**config.mk**
```make
export PLATFORM = sky130hd
export DESIGN_NAME = encoder_velocity_accel_estimator_unit
export DESIGN_NICKNAME = d
export VERILOG_FILES = /design/src/sv/fvae_pkg.sv /design/src/sv/encoder_velocity_accel_estimator_unit.sv /design/src/sv/fvae_front.sv /design/src/sv/fvae_fifo.sv /design/src/sv/fvae_back.sv
export SDC_FILE = /design/constraint.sdc
export NUM_CORES = 2
export LEC_CHECK = 0
export BUFFER_PORTS_ARGS = -buffer_cell sky130_fd_sc_hd__buf_2
export CAP_MARGIN = 20
export CORE_UTILIZATION = 45
export CTS_CLUSTER_DIAMETER = 40
export CTS_CLUSTER_SIZE = 20
export DETAILED_ROUTE_END_ITERATION = 16
export PLACE_DENSITY_LB_ADDON = 0.1
export SLEW_MARGIN = 40
export SYNTH_ARGS = -nofsm -noshare
export SYNTH_HDL_FRONTEND = slang
export SYNTH_SLANG_ARGS = --single-unit
```
**constraint.sdc**
```tcl
create_clock -name clk_i -period 8.2 [get_ports clk_i]
set_input_delay 0.41 -clock clk_i [delete_from_list [all_inputs] [get_ports clk_i]]
set_output_delay 0.41 -clock clk_i [all_outputs]
set_load 0.02 [all_outputs]
```
**src/sv/fvae_pkg.sv**
```systemverilog
`timescale 1ns / 1ps
`default_nettype none

package fvae_pkg;

  // microseconds per second, the scale of both finite differences
  localparam logic [19:0] US_PER_S = 20'd1000000;

  // magnitude operand: |delta| <= 2^31, |dv| < 2^32
  localparam int unsigned MAG_W     = 33;
  // dividend holds magnitude times one million, rounded up to an even width
  localparam int unsigned DIV_W     = 54;
  localparam int unsigned DIV_STEPS = DIV_W / 2;
  localparam int unsigned CNT_W     = $clog2(DIV_STEPS);

  typedef struct packed {
    logic signed [31:0] delta;
    logic [31:0]        dt;
    logic               held;
  } item_t;

  typedef enum logic [1:0] {
    B_IDLE,
    B_MUL,
    B_DIV,
    B_FIN
  } back_state_e;

endpackage

`default_nettype wire

```
**src/sv/encoder_velocity_accel_estimator_unit.sv**
```systemverilog
`timescale 1ns / 1ps
`default_nettype none

// Encoder velocity and acceleration estimator. Each sample transfer carries a
// raw position and the microseconds since the previous sample; one result
// comes back per sample with velocity (counts/s) and acceleration
// (counts/s^2), both truncated toward zero and saturated to 32-bit signed.
// A nonzero measuring_range enables rollover correction of the position
// difference. Zero elapsed time returns the previous values with held set.
// The front end queues a sample unless the queue is full; the back end
// computes both quotients with one shared restoring divider that retires two
// bits per cycle. Each nonzero-elapsed sample is dequeued, then multiplied,
// divided and finished for velocity and again for acceleration; a new sample
// is taken only after that. Throughput is set by that divider.
// measuring_range should be written while no sample is in flight.

module encoder_velocity_accel_estimator_unit #(
  parameter int unsigned QUEUE_DEPTH = 2
) (
  input  wire logic               clk_i,
  input  wire logic               rst_ni,
  input  wire logic               cfg_valid_i,
  output      logic               cfg_ready_o,
  input  wire logic [30:0]        measuring_range_i,
  input  wire logic               in_valid_i,
  output      logic               in_stall_o,
  input  wire logic signed [31:0] position_i,
  input  wire logic [31:0]        elapsed_us_i,
  output      logic               out_valid_o,
  input  wire logic               out_stall_i,
  output      logic signed [31:0] velocity_o,
  output      logic signed [31:0] acceleration_o,
  output      logic               held_o,
  output      logic               saturated_o
);

  logic            push;
  logic            pop;
  logic            full;
  logic            empty;
  fvae_pkg::item_t front_item;
  fvae_pkg::item_t head_item;

  assign cfg_ready_o = 1'b1;

  fvae_front u_front (
    .clk_i             (clk_i),
    .rst_ni            (rst_ni),
    .cfg_valid_i       (cfg_valid_i),
    .measuring_range_i (measuring_range_i),
    .in_valid_i        (in_valid_i),
    .position_i        (position_i),
    .elapsed_us_i      (elapsed_us_i),
    .full_i            (full),
    .in_stall_o        (in_stall_o),
    .push_o            (push),
    .item_o            (front_item)
  );

  fvae_fifo #(
    .DEPTH (QUEUE_DEPTH)
  ) u_fifo (
    .clk_i   (clk_i),
    .rst_ni  (rst_ni),
    .push_i  (push),
    .item_i  (front_item),
    .pop_i   (pop),
    .full_o  (full),
    .empty_o (empty),
    .item_o  (head_item)
  );

  fvae_back u_back (
    .clk_i          (clk_i),
    .rst_ni         (rst_ni),
    .empty_i        (empty),
    .item_i         (head_item),
    .pop_o          (pop),
    .out_valid_o    (out_valid_o),
    .out_stall_i    (out_stall_i),
    .velocity_o     (velocity_o),
    .acceleration_o (acceleration_o),
    .held_o         (held_o),
    .saturated_o    (saturated_o)
  );

endmodule

`default_nettype wire

```
**src/sv/fvae_front.sv**
```systemverilog
`timescale 1ns / 1ps
`default_nettype none

module fvae_front (
  input  wire logic               clk_i,
  input  wire logic               rst_ni,
  input  wire logic               cfg_valid_i,
  input  wire logic [30:0]        measuring_range_i,
  input  wire logic               in_valid_i,
  input  wire logic signed [31:0] position_i,
  input  wire logic [31:0]        elapsed_us_i,
  input  wire logic               full_i,
  output      logic               in_stall_o,
  output      logic               push_o,
  output      fvae_pkg::item_t    item_o
);

  logic [30:0]        range_q;
  logic signed [31:0] last_pos_q;
  logic signed [31:0] raw;
  logic signed [32:0] d33;
  logic signed [32:0] half33;
  logic signed [32:0] range33;
  logic signed [32:0] corr;

  assign in_stall_o = full_i;
  assign push_o     = in_valid_i && !full_i;

  always_comb begin
    raw     = position_i - last_pos_q;
    d33     = {raw[31], raw};
    half33  = {3'b000, range_q[30:1]};
    range33 = {2'b00, range_q};
    corr    = d33;
    // rollover correction against half the range
    if (range_q != 31'd0) begin
      if (d33 > half33) begin
        corr = d33 - range33;
      end else if (d33 < -half33) begin
        corr = d33 + range33;
      end
    end
    item_o.delta = corr[31:0];
    item_o.dt    = elapsed_us_i;
    item_o.held  = (elapsed_us_i == 32'd0);
  end

  always_ff @(posedge clk_i or negedge rst_ni) begin
    if (!rst_ni) begin
      range_q    <= '0;
      last_pos_q <= '0;
    end else begin
      if (cfg_valid_i) begin
        range_q <= measuring_range_i;
      end
      if (push_o) begin
        last_pos_q <= position_i;
      end
    end
  end

endmodule

`default_nettype wire

```
**src/sv/fvae_fifo.sv**
```systemverilog
`timescale 1ns / 1ps
`default_nettype none

module fvae_fifo #(
  parameter int unsigned DEPTH = 2
) (
  input  wire logic            clk_i,
  input  wire logic            rst_ni,
  input  wire logic            push_i,
  input  wire fvae_pkg::item_t item_i,
  input  wire logic            pop_i,
  output      logic            full_o,
  output      logic            empty_o,
  output      fvae_pkg::item_t item_o
);

  localparam int unsigned AW = (DEPTH > 1) ? $clog2(DEPTH) : 1;
  localparam int unsigned CW = $clog2(DEPTH + 1);

  fvae_pkg::item_t mem_q [DEPTH];
  logic [AW-1:0]   wr_ptr_q;
  logic [AW-1:0]   rd_ptr_q;
  logic [CW-1:0]   count_q;

  assign full_o  = (count_q == CW'(DEPTH));
  assign empty_o = (count_q == '0);
  assign item_o  = mem_q[rd_ptr_q];

  always_ff @(posedge clk_i) begin
    if (push_i) begin
      mem_q[wr_ptr_q] <= item_i;
    end
  end

  always_ff @(posedge clk_i or negedge rst_ni) begin
    if (!rst_ni) begin
      wr_ptr_q <= '0;
      rd_ptr_q <= '0;
      count_q  <= '0;
    end else begin
      if (push_i) begin
        wr_ptr_q <= (wr_ptr_q == AW'(DEPTH - 1)) ? '0 : wr_ptr_q + 1'b1;
      end
      if (pop_i) begin
        rd_ptr_q <= (rd_ptr_q == AW'(DEPTH - 1)) ? '0 : rd_ptr_q + 1'b1;
      end
      if (push_i && !pop_i) begin
        count_q <= count_q + 1'b1;
      end else if (pop_i && !push_i) begin
        count_q <= count_q - 1'b1;
      end
    end
  end

  a_count_bound: assert property (@(posedge clk_i) disable iff (!rst_ni)
    count_q <= CW'(DEPTH))
    else $error("queue count beyond depth");

  a_no_overflow: assert property (@(posedge clk_i) disable iff (!rst_ni)
    full_o && !pop_i |-> !push_i)
    else $error("push into full queue");

  a_no_underflow: assert property (@(posedge clk_i) disable iff (!rst_ni)
    empty_o |-> !pop_i)
    else $error("pop from empty queue");

endmodule

`default_nettype wire

```
**src/sv/fvae_back.sv**
```systemverilog
`timescale 1ns / 1ps
`default_nettype none

module fvae_back (
  input  wire logic               clk_i,
  input  wire logic               rst_ni,
  input  wire logic               empty_i,
  input  wire fvae_pkg::item_t    item_i,
  output      logic               pop_o,
  output      logic               out_valid_o,
  input  wire logic               out_stall_i,
  output      logic signed [31:0] velocity_o,
  output      logic signed [31:0] acceleration_o,
  output      logic               held_o,
  output      logic               saturated_o
);

  localparam int unsigned MW = fvae_pkg::MAG_W;
  localparam int unsigned DW = fvae_pkg::DIV_W;

  fvae_pkg::back_state_e state_q, state_d;

  logic                        phase_q;
  logic [MW-1:0]               mag_q;
  logic                        neg_q;
  logic [31:0]                 dt_q;
  logic [DW-1:0]               div_q;
  logic [31:0]                 rem_q;
  logic [fvae_pkg::CNT_W-1:0]  cnt_q;
  logic signed [31:0]          vel_q;
  logic signed [31:0]          last_vel_q;
  logic signed [31:0]          last_acc_q;
  logic                        sat_q;
  logic                        out_valid_q;
  logic signed [31:0]          out_vel_q;
  logic signed [31:0]          out_acc_q;
  logic                        out_held_q;
  logic                        out_sat_q;

  logic               out_free;
  logic               load_held;
  logic               load_calc;
  logic [DW-1:0]      div_n;
  logic [31:0]        rem_n;
  logic [32:0]        trial;
  logic               clip;
  logic signed [31:0] val;
  logic signed [32:0] dv;
  logic signed [32:0] delta33;

  assign out_free = !out_valid_q || !out_stall_i;

  always_comb begin
    state_d   = state_q;
    pop_o     = 1'b0;
    load_held = 1'b0;
    load_calc = 1'b0;
    unique case (state_q)
      fvae_pkg::B_IDLE: begin
        if (!empty_i) begin
          if (item_i.held) begin
            if (out_free) begin
              pop_o     = 1'b1;
              load_held = 1'b1;
            end
          end else begin
            pop_o   = 1'b1;
            state_d = fvae_pkg::B_MUL;
          end
        end
      end
      fvae_pkg::B_MUL: begin
        state_d = fvae_pkg::B_DIV;
      end
      fvae_pkg::B_DIV: begin
        if (cnt_q == fvae_pkg::CNT_W'(fvae_pkg::DIV_STEPS - 1)) begin
          state_d = fvae_pkg::B_FIN;
        end
      end
      fvae_pkg::B_FIN: begin
        if (!phase_q) begin
          state_d = fvae_pkg::B_MUL;
        end else if (out_free) begin
          load_calc = 1'b1;
          state_d   = fvae_pkg::B_IDLE;
        end
      end
      default: state_d = fvae_pkg::B_IDLE;
    endcase
  end

  always_ff @(posedge clk_i or negedge rst_ni) begin
    if (!rst_ni) begin
      state_q <= fvae_pkg::B_IDLE;
    end else begin
      state_q <= state_d;
    end
  end

  // restoring division, two quotient bits per cycle
  always_comb begin
    rem_n = rem_q;
    div_n = div_q;
    trial = '0;
    for (int i = 0; i < 2; i++) begin
      trial = {rem_n, div_n[DW-1]};
      div_n = {div_n[DW-2:0], 1'b0};
      if (trial >= {1'b0, dt_q}) begin
        rem_n    = 32'(trial - {1'b0, dt_q});
        div_n[0] = 1'b1;
      end else begin
        rem_n = trial[31:0];
      end
    end
  end

  // sign the quotient magnitude and clip to 32-bit signed; also form dv and the widened delta
  always_comb begin
    if (!neg_q) begin
      clip = |div_q[DW-1:31];
      val  = clip ? 32'sh7fffffff : div_q[31:0];
    end else begin
      clip = (|div_q[DW-1:32]) || (div_q[31] && (|div_q[30:0]));
      val  = clip ? 32'sh80000000 : 32'd0 - div_q[31:0];
    end
    dv      = {val[31], val} - {last_vel_q[31], last_vel_q};
    delta33 = {item_i.delta[31], item_i.delta};
  end

  always_ff @(posedge clk_i or negedge rst_ni) begin
    if (!rst_ni) begin
      last_vel_q  <= '0;
      last_acc_q  <= '0;
      out_valid_q <= 1'b0;
    end else begin
      if (load_calc) begin
        last_vel_q <= vel_q;
        last_acc_q <= val;
      end
      if (load_held || load_calc) begin
        out_valid_q <= 1'b1;
      end else if (out_valid_q && !out_stall_i) begin
        out_valid_q <= 1'b0;
      end
    end
  end

  always_ff @(posedge clk_i) begin
    unique case (state_q)
      fvae_pkg::B_IDLE: begin
        if (pop_o && !item_i.held) begin
          phase_q <= 1'b0;
          neg_q   <= item_i.delta[31];
          mag_q   <= item_i.delta[31] ? MW'(-delta33) : MW'(delta33);
          dt_q    <= item_i.dt;
        end
      end
      fvae_pkg::B_MUL: begin
        div_q <= DW'(mag_q * fvae_pkg::US_PER_S);
        rem_q <= '0;
        cnt_q <= '0;
      end
      fvae_pkg::B_DIV: begin
        div_q <= div_n;
        rem_q <= rem_n;
        cnt_q <= cnt_q + 1'b1;
      end
      fvae_pkg::B_FIN: begin
        if (!phase_q) begin
          // velocity done, set up the acceleration quotient
          vel_q   <= val;
          sat_q   <= clip;
          phase_q <= 1'b1;
          neg_q   <= dv[32];
          mag_q   <= dv[32] ? MW'(-dv) : MW'(dv);
        end
      end
      default: ;
    endcase
    if (load_held) begin
      out_vel_q  <= last_vel_q;
      out_acc_q  <= last_acc_q;
      out_held_q <= 1'b1;
      out_sat_q  <= 1'b0;
    end else if (load_calc) begin
      out_vel_q  <= vel_q;
      out_acc_q  <= val;
      out_held_q <= 1'b0;
      out_sat_q  <= sat_q || clip;
    end
  end

  assign out_valid_o    = out_valid_q;
  assign velocity_o     = out_vel_q;
  assign acceleration_o = out_acc_q;
  assign held_o         = out_held_q;
  assign saturated_o    = out_sat_q;

  a_dt_nonzero: assert property (@(posedge clk_i) disable iff (!rst_ni)
    state_q == fvae_pkg::B_DIV |-> dt_q != 32'd0)
    else $error("division by zero elapsed time");

  a_held_not_sat: assert property (@(posedge clk_i) disable iff (!rst_ni)
    out_valid_q && out_held_q |-> !out_sat_q)
    else $error("held result flagged saturated");

  a_no_overwrite: assert property (@(posedge clk_i) disable iff (!rst_ni)
    out_valid_q && out_stall_i |-> !(load_held || load_calc))
    else $error("pending result overwritten");

endmodule

`default_nettype wire
```
Word-level counts from Yosys, hierarchy flattened. Memory sizes are Yosys's and may differ from the RTL's. Cells that the tools add are included.

Multipliers: 1. Bitwise logic cells: 1. $add $sub $neg: 15. Reduce and logical (&&, ||, !) cells: 33. Equal/unequal tests: 11. Multiplexer cells: 51. Magnitude comparators: 4.

Operators with widths (number): two-way mux 32 bit (12); two-way mux 33 bit (4); subtractor 32 bit (4); one-hot mux 54 bit (2 select lines) (1); greater-or-equal comparator 33 x 32 -> 1 bit (2); one-hot mux 33 bit (2 select lines) (1); one-hot mux 32 bit (2 select lines) (1); multiplier 33 x 14 -> 47 bit (second input constant) (1); < comparator 32 x 33 -> 1 bit (1); negator 30 -> 33 bit (1); negator 32 -> 33 bit (1); negator 33 bit (1); subtractor 32 x 32 -> 33 bit (1); adder 32 bit (1); > comparator 32 x 31 -> 1 bit (1); logical NOT 32 bit (1); subtractor 1 x 32 -> 32 bit (first input constant) (1); nonzero test 31 bit (1); OR reduction 31 bit (1); OR reduction 23 bit (1); OR reduction 22 bit (1); two-way mux 1 bit (21); two-way mux 2 bit (7); one-hot mux 5 bit (2 select lines) (1); 21 further kinds (48).

Output and inout port bits: 69. Word-level logic and storage cells: 139. Memories kept: 1. Memory bits (writable): 130. Input port bits: 100. Register bits: 391.

Memory list: u_fifo.mem_q (words 2, width 65, read ports 1, clocked after Yosys merged registers in 0, wr ports 1, RTL line fvae_fifo.sv:20) `fvae_pkg::item_t mem_q [DEPTH];`.

Logic depth before layout (Yosys ltp).
Word-level depth: 10. Depth in mapped cells: 29. Depth with buffers taken out: 26.

Cells and area by module. A second synthesis with hierarchy kept.

Cell total of the unflattened synthesis: 4523. Area total of the unflattened synthesis: 42869.9 µm².

By module, submodules not included: fvae_back (times used 1, area each 27467.6 µm², cells an instance 2946, seq. area each 9374.0 µm²); fvae_front (times used 1, area each 10352.4 µm², cells an instance 1357, seq. area each 1576.5 µm²); fvae_fifo (times used 1, area each 5038.6 µm², cells an instance 218, seq. area each 4003.8 µm²); encoder_velocity_accel_estimator_unit (times used 1, area each 11.3 µm², cells an instance 2, seq. area each 0.0 µm²).

Least setup slack after synthesis. No wires, ideal clock.

Path type: reg2reg. Start: reg u_back.rem_q[15]. End: reg u_back.rem_q[10] (data pin). Path slack: 1.956 ns. Stages on the path, launching flop included: 26. Data arrival time: 5.978 ns. Path buffers: 3. Setup time: 0.266 ns. Path through: edfxtp_1 > ha_1 > a21oi_1 > o21ai_0 > a221oi_1 > nand3b_1 > o21ai_1 > o21ai_0 > a2111oi_2 > clkbuf_1 > buf_1 > nand2_1 > o21ai_0 > ha_1 > and3_1 > a221o_1 > a21oi_1 > a2bb2oi_1 > a31oi_1 > a21oi_1 > o31ai_1 > and2_1 > a211oi_2 > buf_2 > mux2i_1 > nor2_1.

Cells in the longest elaborated chain, start to end: 5.

RTL lines: start, declared (RTL line fvae_back.sv:28) `logic [31:0] rem_q;`; start signal, assigned (RTL line fvae_back.sv:165) `rem_q <= rem_n;`; greater-or-equal comparator 33 x 32 -> 1 bit or subtractor 32 bit (tied branches) (RTL line fvae_back.sv:108, fvae_back.sv:109); two-way mux 32 bit * (RTL line fvae_back.sv:108) `if (trial >= {1'b0, dt_q}) begin`; subtractor 32 bit or greater-or-equal comparator 33 x 32 -> 1 bit (tied branches) (RTL line fvae_back.sv:109, fvae_back.sv:108); two-way mux 32 bit * (RTL line fvae_back.sv:108); one-hot mux 32 bit (2 select lines) * (RTL line fvae_back.sv:149) `unique case (state_q)`.

Every way passes the cells marked *; elsewhere a longest branch is shown, timed or not. A chain may end at the register's enable or synchronous reset.

Worst setup path in the final report.
Start: reg u_back.div_q[0]. End: reg u_back.mag_q[30] (data pin).

Cells in the longest elaborated chain, start to end: 10.

RTL lines: start, declared (RTL line fvae_back.sv:27) `logic [DW-1:0] div_q;`; start signal, assigned (RTL line fvae_back.sv:159) `div_q <= DW'(mag_q * fvae_pkg::US_PER_S);`; start signal, assigned (RTL line fvae_back.sv:164) `div_q <= div_n;`; parallel branches: the longest is 3 deep, another holds subtractor 1 x 32 -> 32 bit; two-way mux 32 bit * (RTL line fvae_back.sv:124) `val = clip ? 32'sh80000000 : 32'd0 - div_q[31:0];`; two-way mux 32 bit * (RTL line fvae_back.sv:119) `if (!neg_q) begin`; named net u_back.val[17] (RTL line fvae_back.sv:47) `logic signed [31:0] val;`; subtractor 32 x 32 -> 33 bit * (RTL line fvae_back.sv:126) `dv = {val[31], val} - {last_vel_q[31], last_vel_q};`; negator 33 bit (RTL line fvae_back.sv:175) `mag_q <= dv[32] ? MW'(-dv) : MW'(dv);`; two-way mux 33 bit * (RTL line fvae_back.sv:175); two-way mux 33 bit * (RTL line fvae_back.sv:169) `if (!phase_q) begin`; one-hot mux 33 bit (2 select lines) * (RTL line fvae_back.sv:149); end signal, assigned (RTL line fvae_back.sv:154) `mag_q <= item_i.delta[31] ? MW'(-delta33) : MW'(delta33);`; end signal, assigned (RTL line fvae_back.sv:175); end, declared (RTL line fvae_back.sv:24) `logic [MW-1:0] mag_q;`.

Mark *: on every way through the listed nets, which the timed path passes. The select of a mux whose other input is x is not followed.

==> out/results.txt <==
Crit path kind = flip-flop to flip-flop
Crit path time final = 7.51 ns
Critical path endpoint category = flip-flop
Fillers = 8,431
Drt total wl = 117,000 um
Setup Skew = 0.0462 ns
Clk Latency, worst-skew pair = 0.67 ns
Ys async rst share = 0.257
First drt pass iteration count = 5
Total GRT Usage = 0.248
Setup bufs post-CTS = 0
HP Class = input port to flip-flop
Final Hold Vio Count = 0
Avg WL per Cell = 19.9 um
Maxcap violations = 0
Row count = 111
Cell Chain, Critical Path = inv_1 -> ha_1 -> nor3b_2 -> nand4_1 -> nor2_1 -> nand2_1 -> or3_1 -> or3_1 -> o41ai_1 -> nand2_1 -> buf_4 -> o22ai_1 -> ha_1 -> a21oi_1 -> o211ai_1 -> a41o_1 -> nor4_1 -> a211oi_1 -> a31oi_1 -> xor2_1 -> nand4_1 -> o41ai_1 -> xnor2_1 -> a21oi_1
CTS root buffer = clkbuf_16
Worst EP required = 8.60 ns
#FFs+latches synth = 521
Unrepaired setup endpoints after global routing = false
Post-DR vias/cell = 5.64
Starting Density = 0.454
IO buf count = 167
Commonest cells after routing, fill and taps aside = ha_1, nand2_1, inv_1
Gr ovfl total = 0
Top cell type by total area after synthesis = edfxtp_1
Top_reg_cell synth = edfxtp_1
H-tree levels = 3
Setup_tns = 0 ns
Synth Warn # = 0
Die Span Y = 306 um
Synth Cell Area = 41,600 um2
Worst-Margin Slew = 0.842 ns
Cts bufs inserted = 93
Post-route DRC = 0
CP max stage delay = 0.51 ns
Placer Congestion = 0.925
First-pass GRT wire length = 182,000 um
Initial antenna violation count = 5
Setup crit start kind = flip-flop
Status = finished, final reports clean
Max-slew violation count = 0
CORE AREA = 91,700 um2
Slowest CP cell = o22ai_1
Hpwl dp = 90,000 um
Final-stage net count = 5,258
Distinct cells, synth = 96
Clk sinks = 521
Layout cells sized above 1 = 0.112
Synth area leaders = edfxtp_1, ha_1, dfrtp_1
Vias in the first global route = 32,500
Post-synth EDFFs = 385
Die Area = 93,800 um2
Max-Slew Margin vs Limit = 0.437
CTS tree = yes
Clk buf depth = 3
Fmax = 133 MHz
DIE WIDTH = 306 um
Most common cell after layout, fill and taps aside = ha_1
Syn Nets = 4,996
Ant diodes = 0
Crit path DAT = 7.91 ns
Tcrit/Tclk final = 0.916
DRT iter0 DRCs = 2,236
Post-synthesis sequential area ratio = 0.359
CP Max Fanout = 13
Post-synth top area share = 0.278
Post-route ant nets = 0
Cell count after synthesis = 4,333
Area grow syn2layout = 15.8%
Final setup violation count = 0
Largest net degree at the start of global routing = 79
Syn Area/Cell = 9.61 um2
# IOs = 169
Detailed-route via count = 33,000
Clock slew at reported path FFs = 0.06 ns
## what timing repair did
action / 4_1_cts / 5_1_grt
gates resized for setup: 0 / 2
hold endpoints to repair: 192 / 0
hold buffers: 92 / 0
setup endpoints to repair: 0 / 3
## worst paths after layout
path / start / to / depth (start not counted) / slack (ns)
worst max-delay path: u_back.div_q[0]$_SDFFCE_PN0P_ / u_back.mag_q[30]$_DFFE_PP_ / 24 / 0.69
worst min-delay path: measuring_range_i[12] / u_front.range_q[12]$_DFFE_PN0P_ / 3 / 0.04
worst max register to register: u_back.div_q[0]$_SDFFCE_PN0P_ / u_back.mag_q[30]$_DFFE_PP_ / 24 / 0.69
worst min register to register: u_back.held_o$_SDFFE_PP1P_ / u_back.held_o$_SDFFE_PP1P_ / 2 / 0.45
max in group asynchronous: rst_ni / u_front.range_q[7]$_DFFE_PN0P_ / 3 / 6.76
min in group asynchronous: rst_ni / u_back.last_acc_q[3]$_DFFE_PN0P_ / 2 / 0.35
## final cells by class
type	count	area, um2	area share
sequential	521	15000	0.310
inverter	408	1530	0.0318
tap	1186	1480	0.0308
clock buffer	101	2400	0.0498
multi-input combinational	3261	24700	0.513
timing repair buffer	310	2180	0.0453
clock inverter	69	933	0.0194
## critical path: cells and delay by family, from the launching register on
family | cells | cell delay, ns
AOI/OAI and AO/OA | 9 | 2.51
xor gates and xnor gates | 2 | 0.53
adders and majority gates | 2 | 0.65
buffers and inverters | 2 | 0.41
DFF | 1 | 0.41
and+or+nand+nor | 9 | 2.71
## cells by family (layout without fill, tap and decap cells)
kind of cell / count (synthesis) / after routing / synth area share
AOI/OAI and AO/OA: 1164 / 1164 / 0.179
xor gates and xnor gates: 233 / 233 / 0.0490
adders and majority gates: 563 / 563 / 0.195
buffers and inverters: 551 / 888 / 0.0508
DFF: 521 / 521 / 0.359
muxes: 137 / 137 / 0.0353
other: 1 / 1 / 0.0000901
and+or+nand+nor: 1163 / 1163 / 0.131
## per-layer routing
layer | vias to the layer above | wire [um] | GRT usage | part of all wire
li1 | 16200 | - | - | -
met1 | 15900 | 53200 | 0.338 | 0.46
met2 | 798 | 53400 | 0.403 | 0.46
met3 | 188 | 6060 | 0.0351 | 0.052
met4 | 0 | 3990 | 0.0876 | 0.034
met5 | - | 0 | 0 | 0
## state kept, by name (all words and copies together), names as in the netlist, 32 cells and up
| register | count |
|---|---|
| u_fifo.mem_q | 130 |
| u_back.div_q | 54 |
| u_back.mag_q | 33 |
| u_back.acceleration_o | 32 |
| u_back.dt_q | 32 |
| u_back.last_acc_q | 32 |
| u_back.last_vel_q | 32 |
| u_back.rem_q | 32 |
| u_back.vel_q | 32 |
| u_back.velocity_o | 32 |
| u_front.last_pos_q | 32 |
## through the flow
step                area, um2  hold WS, ns  utilization  instances  setup WS (ns)
floorplan               41600        0.114            -       4333           1.96
global placement        43900        0.435        0.478       5592           1.05
detailed placement      43900        0.439        0.479       5594          0.843
CTS                     48200      0.00120        0.525       5856          0.756
global route            48200       0.0318        0.526       5856         0.0129
finish                  48200       0.0398        0.526       5856          0.692
## cells in the mapped netlist (89+ instances only)
| master | n |
|---|---|
| o21ai_0 | 351 |
| a21oi_1 | 266 |
| clkbuf_1 | 110 |
| nor2_1 | 302 |
| inv_1 | 406 |
| edfxtp_1 | 385 |
| nand2_1 | 409 |
| fa_1 | 146 |
| nor3_1 | 89 |
| ha_1 | 417 |
| xnor2_1 | 147 |
| dfrtp_1 | 134 |
Power is not shown: default switching activity piles up to over one toggle a cycle in this logic, so the estimate is an artifact.
